==> src/rtl/clut4_pkg.sv <==
// Shared types, constants and color decode for the 4bpp CLUT texel decoder.
// No dependencies.
package clut4_pkg;

  localparam int EntryW = 16;
  localparam int TabDepth = 16;
  localparam int IdxW = $clog2(TabDepth);
  localparam int PixW = 32;
  localparam int InDataW = 32;

  // in_tdata bit positions
  localparam int TIdxLsb = 0;
  localparam int TColLsb = TIdxLsb + IdxW;
  localparam int PByteLsb = TColLsb + EntryW;
  localparam int EmitLoBit = PByteLsb + 8;
  localparam int EmitHiBit = EmitLoBit + 1;

  // in_tuser action codes
  localparam logic ACT_LOAD = 1'b0;
  localparam logic ACT_PIXEL = 1'b1;

  // 8.226 in 4.16 fixed point
  localparam logic [19:0] SCALE_NUM = 20'd539099;
  localparam logic [7:0] ALPHA_FULL = 8'hFF;
  localparam logic [7:0] ALPHA_HALF = 8'h7F;
  localparam logic [15:0] ENTRY_FLAG_ONLY = 16'h8000;

  typedef logic [EntryW-1:0] entry_t;
  typedef logic [PixW-1:0] pixel_t;

  function automatic logic [7:0] scale5(input logic [4:0] v);
    logic [24:0] prod;
    prod = 25'(v) * 25'(SCALE_NUM);
    return prod[23:16];
  endfunction

  function automatic pixel_t decode_entry(input entry_t e, input logic mode);
    logic [7:0] alpha;
    pixel_t pix;
    alpha = (mode && e[15]) ? ALPHA_HALF : ALPHA_FULL;
    pix = {alpha, scale5(e[4:0]), scale5(e[9:5]), scale5(e[14:10])};
    if (e == '0) begin
      pix = '0;
    end else if (mode && e == ENTRY_FLAG_ONLY) begin
      pix = {ALPHA_HALF, 24'h000000};
    end
    return pix;
  endfunction

endpackage

==> src/rtl/clut_4bpp_texel_to_rgba_core.sv <==
// Top level of the 4bpp CLUT texel decoder: color table, nibble holding stage
// and output register. Depends on clut4_pkg.
//
// channel  dir  handshake            payload
// in_      in   in_tvalid/in_tready  in_tuser action, in_tdata load/pixel fields
// out_     out  out_tvalid/out_tready out_tdata ARGB pixel, out_tlast last of byte
// cfg_     in   cfg_we               cfg_wdata semitransparency mode
//
// A pixel item reads both table entries at its accept edge into a holding stage;
// the output register then takes one pixel per cycle unless stalled, so a byte
// with both nibbles enabled holds off the next item until its high pixel moves.
// Results pass the holding stage, then the output register. in_tready drops while
// the holding stage keeps a pixel it cannot pass on; out_tready low stalls both stages.
// Reset (rst_n low, synchronous) clears valid state and the mode; table contents are kept.
module clut_4bpp_texel_to_rgba_core
  import clut4_pkg::*;
(
  input  logic               clk,
  input  logic               rst_n,
  input  logic               in_tvalid,
  output logic               in_tready,
  input  logic [InDataW-1:0] in_tdata,   // table_index, table_colour, packed_byte,
                                         // emit_low, emit_high, zero pad
  input  logic               in_tuser,   // action
  output logic               out_tvalid,
  input  logic               out_tready,
  output logic [PixW-1:0]    out_tdata,  // pixel_argb
  output logic               out_tlast,  // last_of_byte
  input  logic               cfg_we,
  input  logic               cfg_wdata   // semitransparency_mode
);

  entry_t ctab_mem [TabDepth];

  logic             mode_r;
  entry_t           ent_lo_r, ent_hi_r;
  logic             pend_lo_r, pend_hi_r;
  logic             pend_lo_nxt, pend_hi_nxt;
  logic             out_valid_r, out_valid_nxt;
  pixel_t           out_data_r;
  logic             out_last_r;

  logic             out_ld, mv_lo, mv_hi, lo_left, hi_left;
  logic             acc, pix_acc, load_acc;
  logic [IdxW-1:0]  wr_idx, rd_idx_lo, rd_idx_hi;
  entry_t           sel_ent;

  assign wr_idx    = in_tdata[TIdxLsb +: IdxW];
  assign rd_idx_lo = in_tdata[PByteLsb +: IdxW];
  assign rd_idx_hi = in_tdata[PByteLsb + IdxW +: IdxW];

  assign out_ld  = !out_valid_r || out_tready;
  assign mv_lo   = out_ld && pend_lo_r;
  assign mv_hi   = out_ld && !pend_lo_r && pend_hi_r;
  assign lo_left = pend_lo_r && !mv_lo;
  assign hi_left = pend_hi_r && !mv_hi;

  assign in_tready = !lo_left && !hi_left;
  assign acc       = in_tvalid && in_tready;
  assign pix_acc   = acc && (in_tuser == ACT_PIXEL);
  assign load_acc  = acc && (in_tuser == ACT_LOAD);

  assign pend_lo_nxt   = pix_acc ? in_tdata[EmitLoBit] : lo_left;
  assign pend_hi_nxt   = pix_acc ? in_tdata[EmitHiBit] : hi_left;
  assign out_valid_nxt = (mv_lo || mv_hi) ? 1'b1 : (out_ld ? 1'b0 : out_valid_r);
  assign sel_ent       = pend_lo_r ? ent_lo_r : ent_hi_r;

  always_ff @(posedge clk) begin
    if (load_acc) begin
      ctab_mem[wr_idx] <= in_tdata[TColLsb +: EntryW];
    end
    if (pix_acc) begin
      ent_lo_r <= ctab_mem[rd_idx_lo];
      ent_hi_r <= ctab_mem[rd_idx_hi];
    end
  end

  always_ff @(posedge clk) begin
    if (!rst_n) begin
      mode_r      <= 1'b0;
      pend_lo_r   <= 1'b0;
      pend_hi_r   <= 1'b0;
      out_valid_r <= 1'b0;
    end else begin
      if (cfg_we) begin
        mode_r <= cfg_wdata;
      end
      pend_lo_r   <= pend_lo_nxt;
      pend_hi_r   <= pend_hi_nxt;
      out_valid_r <= out_valid_nxt;
    end
  end

  always_ff @(posedge clk) begin
    if (mv_lo || mv_hi) begin
      out_data_r <= decode_entry(sel_ent, mode_r);
      out_last_r <= pend_lo_r ? !pend_hi_r : 1'b1;
    end
  end

  assign out_tvalid = out_valid_r;
  assign out_tdata  = out_data_r;
  assign out_tlast  = out_last_r;

endmodule

==> config.mk <==
export PLATFORM = sky130hd
export DESIGN_NAME = clut_4bpp_texel_to_rgba_core
export DESIGN_NICKNAME = d
export VERILOG_FILES = /design/src/rtl/clut4_pkg.sv /design/src/rtl/clut_4bpp_texel_to_rgba_core.sv
export SDC_FILE = /design/constraint.sdc
export NUM_CORES = 1
export LEC_CHECK = 0
export CAP_MARGIN = 40
export CORE_MARGIN = 5
export CORE_UTILIZATION = 43
export CTS_BUF_LIST = sky130_fd_sc_hd__clkbuf_4 sky130_fd_sc_hd__clkbuf_8
export DETAILED_ROUTE_END_ITERATION = 16
export DONT_BUFFER_PORTS = 1
export PLACE_DENSITY_LB_ADDON = 0.25
export SYNTH_ARGS = -nofsm -noshare
export SYNTH_HDL_FRONTEND = slang
export SYNTH_SLANG_ARGS = --single-unit
==> constraint.sdc <==
create_clock -name clk -period 5.56 [get_ports clk]
set_input_delay 0.556 -clock clk [delete_from_list [all_inputs] [get_ports clk]]
set_output_delay 0.556 -clock clk [all_outputs]
set_load 0.005 [all_outputs]
==> run_results.csv, run 1 <==
group,metric,value,unit
yosys,synth_fa_ha_area_frac,0.114,
timing,rsz0062_at_grt,"false",
worst_setup_path,reg2reg_depth,13,
timing,finalSetupViolCount,0,
flow_run,max_cap_violations,0,
worst_hold_path,hold_depth,0,
outcome,outcome,"completed",
detailed_routing,num_vias,9932,
pwr,irDropWorstVdd,0.186,mV
yosys,synth_largest_area_cell,"edfxtp_1",
timing,hold_viol,0,
worst_hold_path,worstHoldEndpoint,"ctab_mem[3][2]$_DFFE_PP_",
yosys,synth.cell_area,17600,sq um
detailed_routing,drtIter0Drc,977,
global_route,grtUsageTotal,0.185,
yosys,synth_compound_area_frac,0.0476,
cells_and_area,nets,1275,
detailed_routing,totalWireLength,41000,microns
cells_and_area,antenna_cells,0,
worst_setup_path,r2r_start,"pend_lo_r$_SDFF_PN0_",
clocking,root_buffer,"clkbuf_8",
worst_setup_path,crit_fanout,14,
placed_design,dpl.hpwl,25800,microns
worst_setup_path,r2r_end,"out_tdata[12]$_SDFFCE_PP0P_",
worst_setup_path,endpoint_kind,"register",
worst_setup_path,arrival,5040,ps
floorplanning,num_io_pins,74,
yosys,ys_async_sr_fraction,0,
yosys,yosysWarnings,0,
yosys,synth-simple-area-share,0.0487,
clocking,cts_tree,"yes",
cells_and_area,seqCellArea,9540,sq um
yosys,synth_edf_count,315,
yosys,synthMuxAreaShare,0.216,
global_route,globalRoute.totalOverflow,0,
cells_and_area,area_growth,10.0,%
clocking,cts_buffers,50,
cells_and_area,nFillCells,3423,
yosys,synth_seq_cells,319,
floorplanning,dieHeight,212,microns
yosys,netlist.area_leader.share,0.537,
cells_and_area,multi_input_area,7670,sq um
cells_and_area,drive_gt1_frac,0.254,
timing,fin_hold_ws,45.6,ps
pwr,p_leak,6.70,nW
floorplanning,die_x,212,microns
detailed_routing,via_per_inst,5.96,
detailed_routing,drtPass1Iterations,5,
worst_setup_path,cp-start-kind,"register",
timing,fin_tns_setup,0,ps
floorplanning,die-area,45100,sq um
timing,post-route-min-period,4680,ps
yosys,synth_top_family_by_area,"multiplexers",
pwr,power_density,295,nW/um^2
floorplanning,core,40600,sq um
yosys,synth.area.top_cells,"edfxtp_1 54%, mux4_2 20%, ha_1 7.4%",
timing,maxSlewViolCount,0,
yosys,synth-xor-area-share,0.00497,
timing,period_share,0.842,
worst_hold_path,hold_class,"input pin to register",
detailed_routing,wire_per_inst,24.6,microns
worst_setup_path,crit_type,"register to register",
yosys,synth_cell_types,62,
clocking,clkSinkCount,319,
worst_setup_path,r2r_slack,880,ps
clocking,post-cts-setup-buffers,0,
clocking,path_clk_slew,60,ps
timing,slew_headroom,0.414,
detailed_routing,drc,0,
clocking,clk_latency,620,ps
worst_hold_path,hp-start,"in_tdata[6]",
yosys,synth_nets,1236,
clocking,htree_levels,2,
global_route,grt_max_degree,65,
timing,worst_slack,879,ps
floorplanning,row_count,74,
global_route,grt_pass1_wl,62700,microns
timing,fin_skew,57.5,ps
yosys,syn_area_per_cell,16.7,sq um
clocking,clock_path_buffers,3,
global_route,grt_pass1_vias,10300,
placed_design,portBuffers,0,
floorplanning,start_util,0.433,
timing,worstMarginPinSlew,876,ps
detailed_routing,ant_nets,0,
placed_design,place_ws,971,ps
global_route,antenna_found_initial,1,
worst_setup_path,cp_data_required_time,5910,ps
placed_design,gp_congestion,0.849,
yosys,postSynthCellCount,1058,
yosys,synth_seq_area_share,0.541,
yosys,synthFlopType,"edfxtp_1",
timing,fmax,214,MHz
[where the power goes]
part / internal [mW] / switching, mW
combinational: 0.504 / 0.593
clock: 0.969 / 0.928
sequential: 2.70 / 0.0202
[registers in the layout, indices dropped and copies added, names as in the netlist, 16 cells and up]
signal and count:
ctab_mem 256, out_tdata 26, ent_lo_r 16, ent_hi_r 16
[cells by family (layout without fill, tap and decap cells)]
group | Yosys count | after routing
xor+xnor | 10 | 10
fa+ha+maj | 139 | 139
buf+inv | 114 | 190
mux | 179 | 179
simple gates | 170 | 170
compound gates | 127 | 127
flops | 319 | 319
[routing by layer]
metal,up-vias,wire (microns),GRT usage
met1,5130,17700,0.263
met4,0,715,0.0424
li1,4395,-,-
met2,339,19600,0.299
met5,-,0,0
met3,68,2930,0.0393
[repair_timing]
action / CTS / global route
resized for setup: 0 / 0
hold buffers: 9 / 0
hold endpoints to repair: 106 / 0
[cells in the mapped netlist, types with 12 or more instances]
master    number
a21oi_1       33
nor3_1        15
nand3_1       21
buf_2         17
a21o_1        12
ha_1         104
fa_1          35
inv_1         67
edfxtp_1     315
nand2_1       40
mux4_2       160
clkbuf_1      17
nor2_1        43
o21ai_0       20
mux2i_1       13
[through the flow]
stage	area (sq um)	utilization	total power, mW	cells
4_1_cts	19400	0.477	5.78	1666
6_report	19400	0.477	5.72	1666
2_1_floorplan	17600	-	3.66	1058
3_5_place_dp	18300	0.451	3.86	1568
5_1_grt	19400	0.477	6.06	1666
3_3_place_gp	18300	0.450	3.84	1566
[area by class of cell]
class | instances | share of cell area
sequential | 319 | 0.492
multi-input combinational | 625 | 0.396
clock buffer | 65 | 0.0423
tap | 532 | 0.0343
timing repair buffer | 34 | 0.0160
inverter | 67 | 0.0130
clock inverter | 24 | 0.00665
[critical path, stage by stage (launching register included)]
cell and delay, ps:
dfxtp_1 520, buf_16 210, mux2i_1 510, inv_1 220, fa_1 470, ha_1 310
ha_1 290, ha_1 370, o21ai_1 150, a31oi_1 90, o41ai_1 610, nand3_1 260
a31o_1 270, and3_1 170
[layout by cell type (no fill, tap or decap), drive strengths merged, types with 26 or more instances in the layout]
cell,Yosys,routed
ha,104,104
inv,67,69
nor2,43,43
clkbuf,18,65
nand2,40,40
edfxtp,315,315
fa,35,35
a21oi,33,33
mux4,160,160
o21ai,26,26
[how the worst max path moves through the flow]
stage                               startpoint                           to  slack [ps]  depth (start not counted)
after floorplan           pend_lo_r$_SDFF_PN0_  out_tdata[19]$_SDFFCE_PP0P_        1030                         17
after global placement    pend_lo_r$_SDFF_PN0_  out_tdata[12]$_SDFFCE_PP0P_         560                         13
after detailed placement  pend_lo_r$_SDFF_PN0_  out_tdata[12]$_SDFFCE_PP0P_         970                         14
after CTS                 pend_lo_r$_SDFF_PN0_  out_tdata[12]$_SDFFCE_PP0P_         950                         14
after global routing      pend_lo_r$_SDFF_PN0_   out_tdata[7]$_SDFFCE_PP0P_         630                         16
final                     pend_lo_r$_SDFF_PN0_  out_tdata[12]$_SDFFCE_PP0P_         880                         13
(Power assumes the default switching activity.)
==> run 2, diff against run 1 <==
clock period = 4 ns   (was 5.56 ns; I/O delays follow)
==> run_results.csv, run 2 (synthesized netlist as in run 1, its figures left out) <==
group,metric,value,unit
cells_and_area,layout_common_cells,"315 x edfxtp_1, 160 x mux4_2, 131 x buf_4",
clocking,cts_tree,"yes",
cells_and_area,largest_reg_flops,256,
worst_setup_path,arrival,4410,ps
detailed_routing,ant_nets,0,
worst_setup_path,cp-start-kind,"register",
timing,post-route-min-period,3970,ps
global_route,antenna_found_initial,4,
worst_setup_path,crit_top_cell,"fa_1",
cells_and_area,finalNonFillerCells,1796,
placed_design,dpl.hpwl,27500,microns
floorplanning,dieHeight,212,microns
pwr,p_leak,7.42,nW
worst_setup_path,worstPathCellList,"buf_12 -> mux2_4 -> ha_4 -> fa_1 -> inv_2 -> fa_1 -> ha_1 -> nor2_1 -> or4b_1 -> o21ba_4 -> o41ai_4 -> o311a_1 -> a211oi_2",
worst_hold_path,hold_depth,1,
pwr,seqPwrFrac,0.432,
placed_design,portBuffers,0,
global_route,globalRoute.totalOverflow,0,
worst_setup_path,slowest_delay,500,ps
clocking,path_clk_slew,70,ps
detailed_routing,totalWireLength,41600,microns
worst_setup_path,reg2reg_depth,13,
timing,fin_hold_ws,54.6,ps
detailed_routing,drc,0,
outcome,outcome,"completed",
timing,worstMarginPinSlew,782,ps
floorplanning,start_util,0.433,
cells_and_area,area_growth,19.0,%
clocking,cts_buffers,52,
worst_setup_path,crit_fanout,5,
global_route,grtUsageMet1,0.246,
worst_setup_path,endpoint_kind,"register",
timing,hold_viol,0,
worst_setup_path,crit_type,"register to register",
worst_hold_path,hold_class,"input pin to register",
floorplanning,die_x,212,microns
floorplanning,num_io_pins,74,
cells_and_area,nets,1402,
cells_and_area,post-route-util,0.516,
pwr,power_switching_share,0.273,
detailed_routing,via_per_inst,5.74,
detailed_routing,drtIter0Drc,671,
clocking,htree_levels,2,
timing,maxSlewViolCount,0,
pwr,power_density,419,nW/um^2
timing,fmax,252,MHz
global_route,grt_busiest_layer,"met2",
pwr,clkPwrFrac,0.327,
worst_setup_path,cp_data_required_time,4450,ps
pwr,comb_power_share,0.241,
cells_and_area,regMostFlops,"ctab_mem",
worst_setup_path,critPathSlowestCell,"fa_1",
cells_and_area,drive_gt1_frac,0.384,
detailed_routing,num_vias,10300,
floorplanning,row_count,74,
timing,finalSetupViolCount,0,
global_route,met2_usage,0.324,
pwr,p_sw,2.39,mW
global_route,grtUsageTotal,0.186,
timing,fin_tns_setup,0,ps
global_route,met3_usage,0.0335,
timing,period_share,0.992,
floorplanning,die-area,45100,sq um
detailed_routing,drtPass1Iterations,5,
detailed_routing,wire_per_inst,23.1,microns
floorplanning,core,40600,sq um
clocking,clk_latency,610,ps
pwr,internal_power,6.38,mW
clocking,clkSinkCount,319,
timing,fin_skew,38.9,ps
clocking,clock_path_buffers,3,
placed_design,gp_congestion,0.822,
timing,rsz0062_at_grt,"true",
global_route,grt_pass1_wl,63700,microns
placed_design,placed_cells,1671,
timing,slew_headroom,0.479,
clocking,root_buffer,"clkbuf_8",
pwr,irDropWorstVdd,0.280,mV
global_route,grt_max_degree,65,
flow_run,max_cap_violations,0,
cells_and_area,mostFrequentLayoutCell,"edfxtp_1",
global_route,grt_pass1_vias,10900,
-- run 2: cell count changes in the layout (fill, tap and decap cells not counted), sizes merged --
cell and delta:
clkbuf +5, dlygate4sd3 +11, bufinv +2, diode +2, inv -1, buf +114, clkinv -3
-- run 2: path summary, 6_finish.rpt --
path / startpoint / to / slack, ps
setup / recovery: pend_lo_r$_SDFF_PN0_ / out_tdata[19]$_SDFFCE_PP0P_ / 30
setup reg to reg: pend_lo_r$_SDFF_PN0_ / out_tdata[19]$_SDFFCE_PP0P_ / 30
hold / removal: in_tdata[1] / ctab_mem[0][1]$_DFFE_PP_ / 50
hold reg to reg: pend_hi_r$_SDFF_PN0_ / pend_hi_r$_SDFF_PN0_ / 510
-- run 2: cell type report --
class / instances / area (sq um)
multi-input combinational: 625 / 8130
sequential: 319 / 9540
clock inverter: 22 / 173
timing repair buffer: 159 / 1320
clock buffer: 70 / 870
antenna: 2 / 5.00
tap: 532 / 666
fill: 3292 / 19700
inverter: 67 / 256
-- run 2: worst max-delay path, delay by kind of cell, from the launching register on --
family,cells,cell delay (ps)
adder cells (fa/ha/maj),4,1530
AO/OA/AOI/OAI,4,840
AND/OR/NAND/NOR,2,530
flip-flops,1,390
multiplexers,1,340
buffers and inverters,2,170
-- run 2: timing repair --
item                                    in CTS  in global routing
gates resized for setup                     23                 62
endpoints found under the hold margin      260                  0
hold buffers                                20                  0
setup buffers                                6                  5
pin swaps                                    6                 18
endpoints found under the setup margin      24                 22
-- run 2: per-stage QoR --
step	area (sq um)	setup slack, ps	total power, mW
floorplan	17700	-113	5.12
CTS	20600	-14.4	8.66
detailed placement	19200	-328	5.69
global placement	19200	-217	5.67
finish	21000	31.1	8.77
global route	21000	-139	9.23
-- run 2: power by group through the flow --
stage / registers [mW] / clock network [mW] / logic [mW]
floorplan: 3.85 / 0 / 1.27
global placement: 3.86 / 0 / 1.81
detailed placement: 3.86 / 0 / 1.83
CTS: 3.79 / 2.94 / 1.92
global route: 3.80 / 3.08 / 2.35
finish: 3.79 / 2.87 / 2.12
-- run 2: per-layer routing --
metal | routed length [microns] | vias to the layer above
li1 | - | 4638
met1 | 17100 | 5316
met2 | 21300 | 297
met3 | 2420 | 60
met4 | 699 | 4
met5 | 27 | -
==> run 3, diff against run 2 <==
clock period = 5 ns   (was 4 ns; I/O delays follow)
==> run_results.csv, run 3 (synthesized netlist as in run 1, its figures left out) <==
group,metric,value,unit
timing,fin_tns_setup,0,ps
placed_design,gp_congestion,0.850,
clocking,clock_path_buffers,3,
timing,fin_skew,33.9,ps
cells_and_area,largest_reg_flops,256,
cells_and_area,layout_common_cells,"315 x edfxtp_1, 160 x mux4_2, 104 x ha_1",
flow_run,max_cap_violations,0,
pwr,irDropWorstVdd,0.206,mV
clocking,cts_tree,"yes",
timing,rsz0062_at_grt,"false",
global_route,grt_pass1_wl,61600,microns
timing,slew_headroom,0.454,
global_route,grt_max_degree,65,
floorplanning,dieHeight,212,microns
worst_setup_path,r2r_end,"out_tdata[7]$_SDFFCE_PP0P_",
detailed_routing,drc,0,
cells_and_area,area_growth,10.5,%
detailed_routing,via_per_inst,5.86,
worst_setup_path,endpoint_kind,"register",
clocking,clk_latency,590,ps
detailed_routing,ant_nets,0,
clocking,htree_levels,2,
placed_design,dpl.hpwl,25800,microns
detailed_routing,drtIter0Drc,721,
worst_setup_path,crit_fanout,13,
clocking,root_buffer,"clkbuf_8",
worst_setup_path,cp_data_required_time,5310,ps
timing,fmax,224,MHz
floorplanning,die-area,45100,sq um
timing,hold_viol,0,
placed_design,postPlaceCellArea,18300,sq um
clocking,clkSinkCount,319,
global_route,antenna_found_initial,3,
timing,worstMarginPinSlew,818,ps
outcome,outcome,"completed",
pwr,total_power,6.46,mW
floorplanning,core,40600,sq um
pwr,p_leak,6.76,nW
timing,finalSetupViolCount,0,
floorplanning,die_x,212,microns
detailed_routing,drtPass1Iterations,5,
worst_setup_path,critPathLaunch,"pend_lo_r$_SDFF_PN0_",
clocking,path_clk_slew,50,ps
detailed_routing,wire_per_inst,23.9,microns
worst_setup_path,r2r_slack,530,ps
floorplanning,start_util,0.433,
worst_setup_path,r2r_start,"pend_lo_r$_SDFF_PN0_",
worst_setup_path,cp-start-kind,"register",
cells_and_area,stdcell_area,19500,sq um
cells_and_area,regMostFlops,"ctab_mem",
global_route,globalRoute.totalOverflow,0,
worst_setup_path,reg2reg_depth,16,
cells_and_area,mostFrequentLayoutCell,"edfxtp_1",
cells_and_area,nets,1285,
worst_hold_path,hold_class,"input pin to register",
detailed_routing,totalWireLength,40000,microns
detailed_routing,num_vias,9818,
global_route,grt_pass1_vias,10300,
cells_and_area,drive_gt1_frac,0.258,
floorplanning,num_io_pins,74,
timing,post-route-min-period,4470,ps
worst_setup_path,arrival,4770,ps
placed_design,portBuffers,0,
timing,period_share,0.894,
global_route,grtUsageTotal,0.181,
worst_setup_path,crit_type,"register to register",
clocking,cts_buffers,51,
worst_setup_path,endpoint,"out_tdata[7]$_SDFFCE_PP0P_",
timing,maxSlewViolCount,0,
floorplanning,row_count,74,
pwr,power_density,332,nW/um^2
## run 3: changes by cell type in the layout (fill, tap and decap cells not counted), moves of 8 or more
cell and change:
buf_4 -104, ha_1 +19, ha_4 -14, inv_1 +10, a21oi_1 +8, a21oi_2 -8
inv_2 -8
## run 3: metal layers
metal | share of wire | GRT usage | vias up
li1 | - | - | 4408
met3 | 0.074 | 0.0441 | 47
met2 | 0.48 | 0.290 | 300
met5 | 0.00028 | 0 | -
met4 | 0.014 | 0.0373 | 2
met1 | 0.44 | 0.255 | 5061
## run 3: worst min path at each step
stage / from / endpoint / slack, ps / cells after the start
detailed placement: pend_hi_r$_SDFF_PN0_ / out_tlast$_SDFFCE_PN1P_ / 510 / 1
CTS: rst_n / mode_r$_SDFFE_PN0P_ / 10 / 1
global route: rst_n / out_tvalid$_SDFFE_PN0P_ / 30 / 1
finish: rst_n / mode_r$_SDFFE_PN0P_ / 60 / 1
floorplan: pend_hi_r$_SDFF_PN0_ / pend_hi_r$_SDFF_PN0_ / 470 / 2
global placement: pend_hi_r$_SDFF_PN0_ / pend_hi_r$_SDFF_PN0_ / 490 / 2
## run 3: timing repair
item / CTS / global route
buffers inserted: 0 / 0
hold buffers: 16 / 0
resized for setup: 0 / 1
endpoints found under the setup margin: 0 / 1
hold endpoints to repair: 256 / 0
## run 3: stage by stage
step / worst slack (ps) / utilization / hold slack, ps / cells
global placement: 402 / 0.451 / 492 / 1570
floorplan: 466 / - / 470 / 1058
detailed placement: 293 / 0.451 / 508 / 1570
global route: 211 / 0.479 / 29.8 / 1676
CTS: 275 / 0.479 / 14.2 / 1674
finish: 532 / 0.479 / 58.1 / 1676
## run 3: worst max-delay path, cell delays in order (launching register included)
cell and delay, ps:
dfxtp_2 530, buf_4 270, mux2_2 390, inv_1 220, ha_1 300, inv_1 80
ha_1 170, inv_1 60, fa_1 540, inv_1 40, ha_1 350, nand3_1 160
nor3_1 280, o211ai_1 190, a31oi_1 340, o211ai_1 140, xnor2_1 140
## run 3: area by class of cell
cell class | instances | area (sq um)
repair buffers | 43 | 363
well taps | 532 | 666
diodes | 2 | 5.00
clock inverters | 22 | 174
clock buffers | 66 | 821
flip-flops and latches | 319 | 9540
multi-input cells | 625 | 7650
fillers | 3403 | 21200
inverters | 67 | 251
## run 3: report_power, final
part | internal [mW] | switching, mW | total (mW)
Combinational | 0.567 | 0.680 | 1.25
Clock | 1.18 | 1.01 | 2.19
Sequential | 3.01 | 0.0222 | 3.03
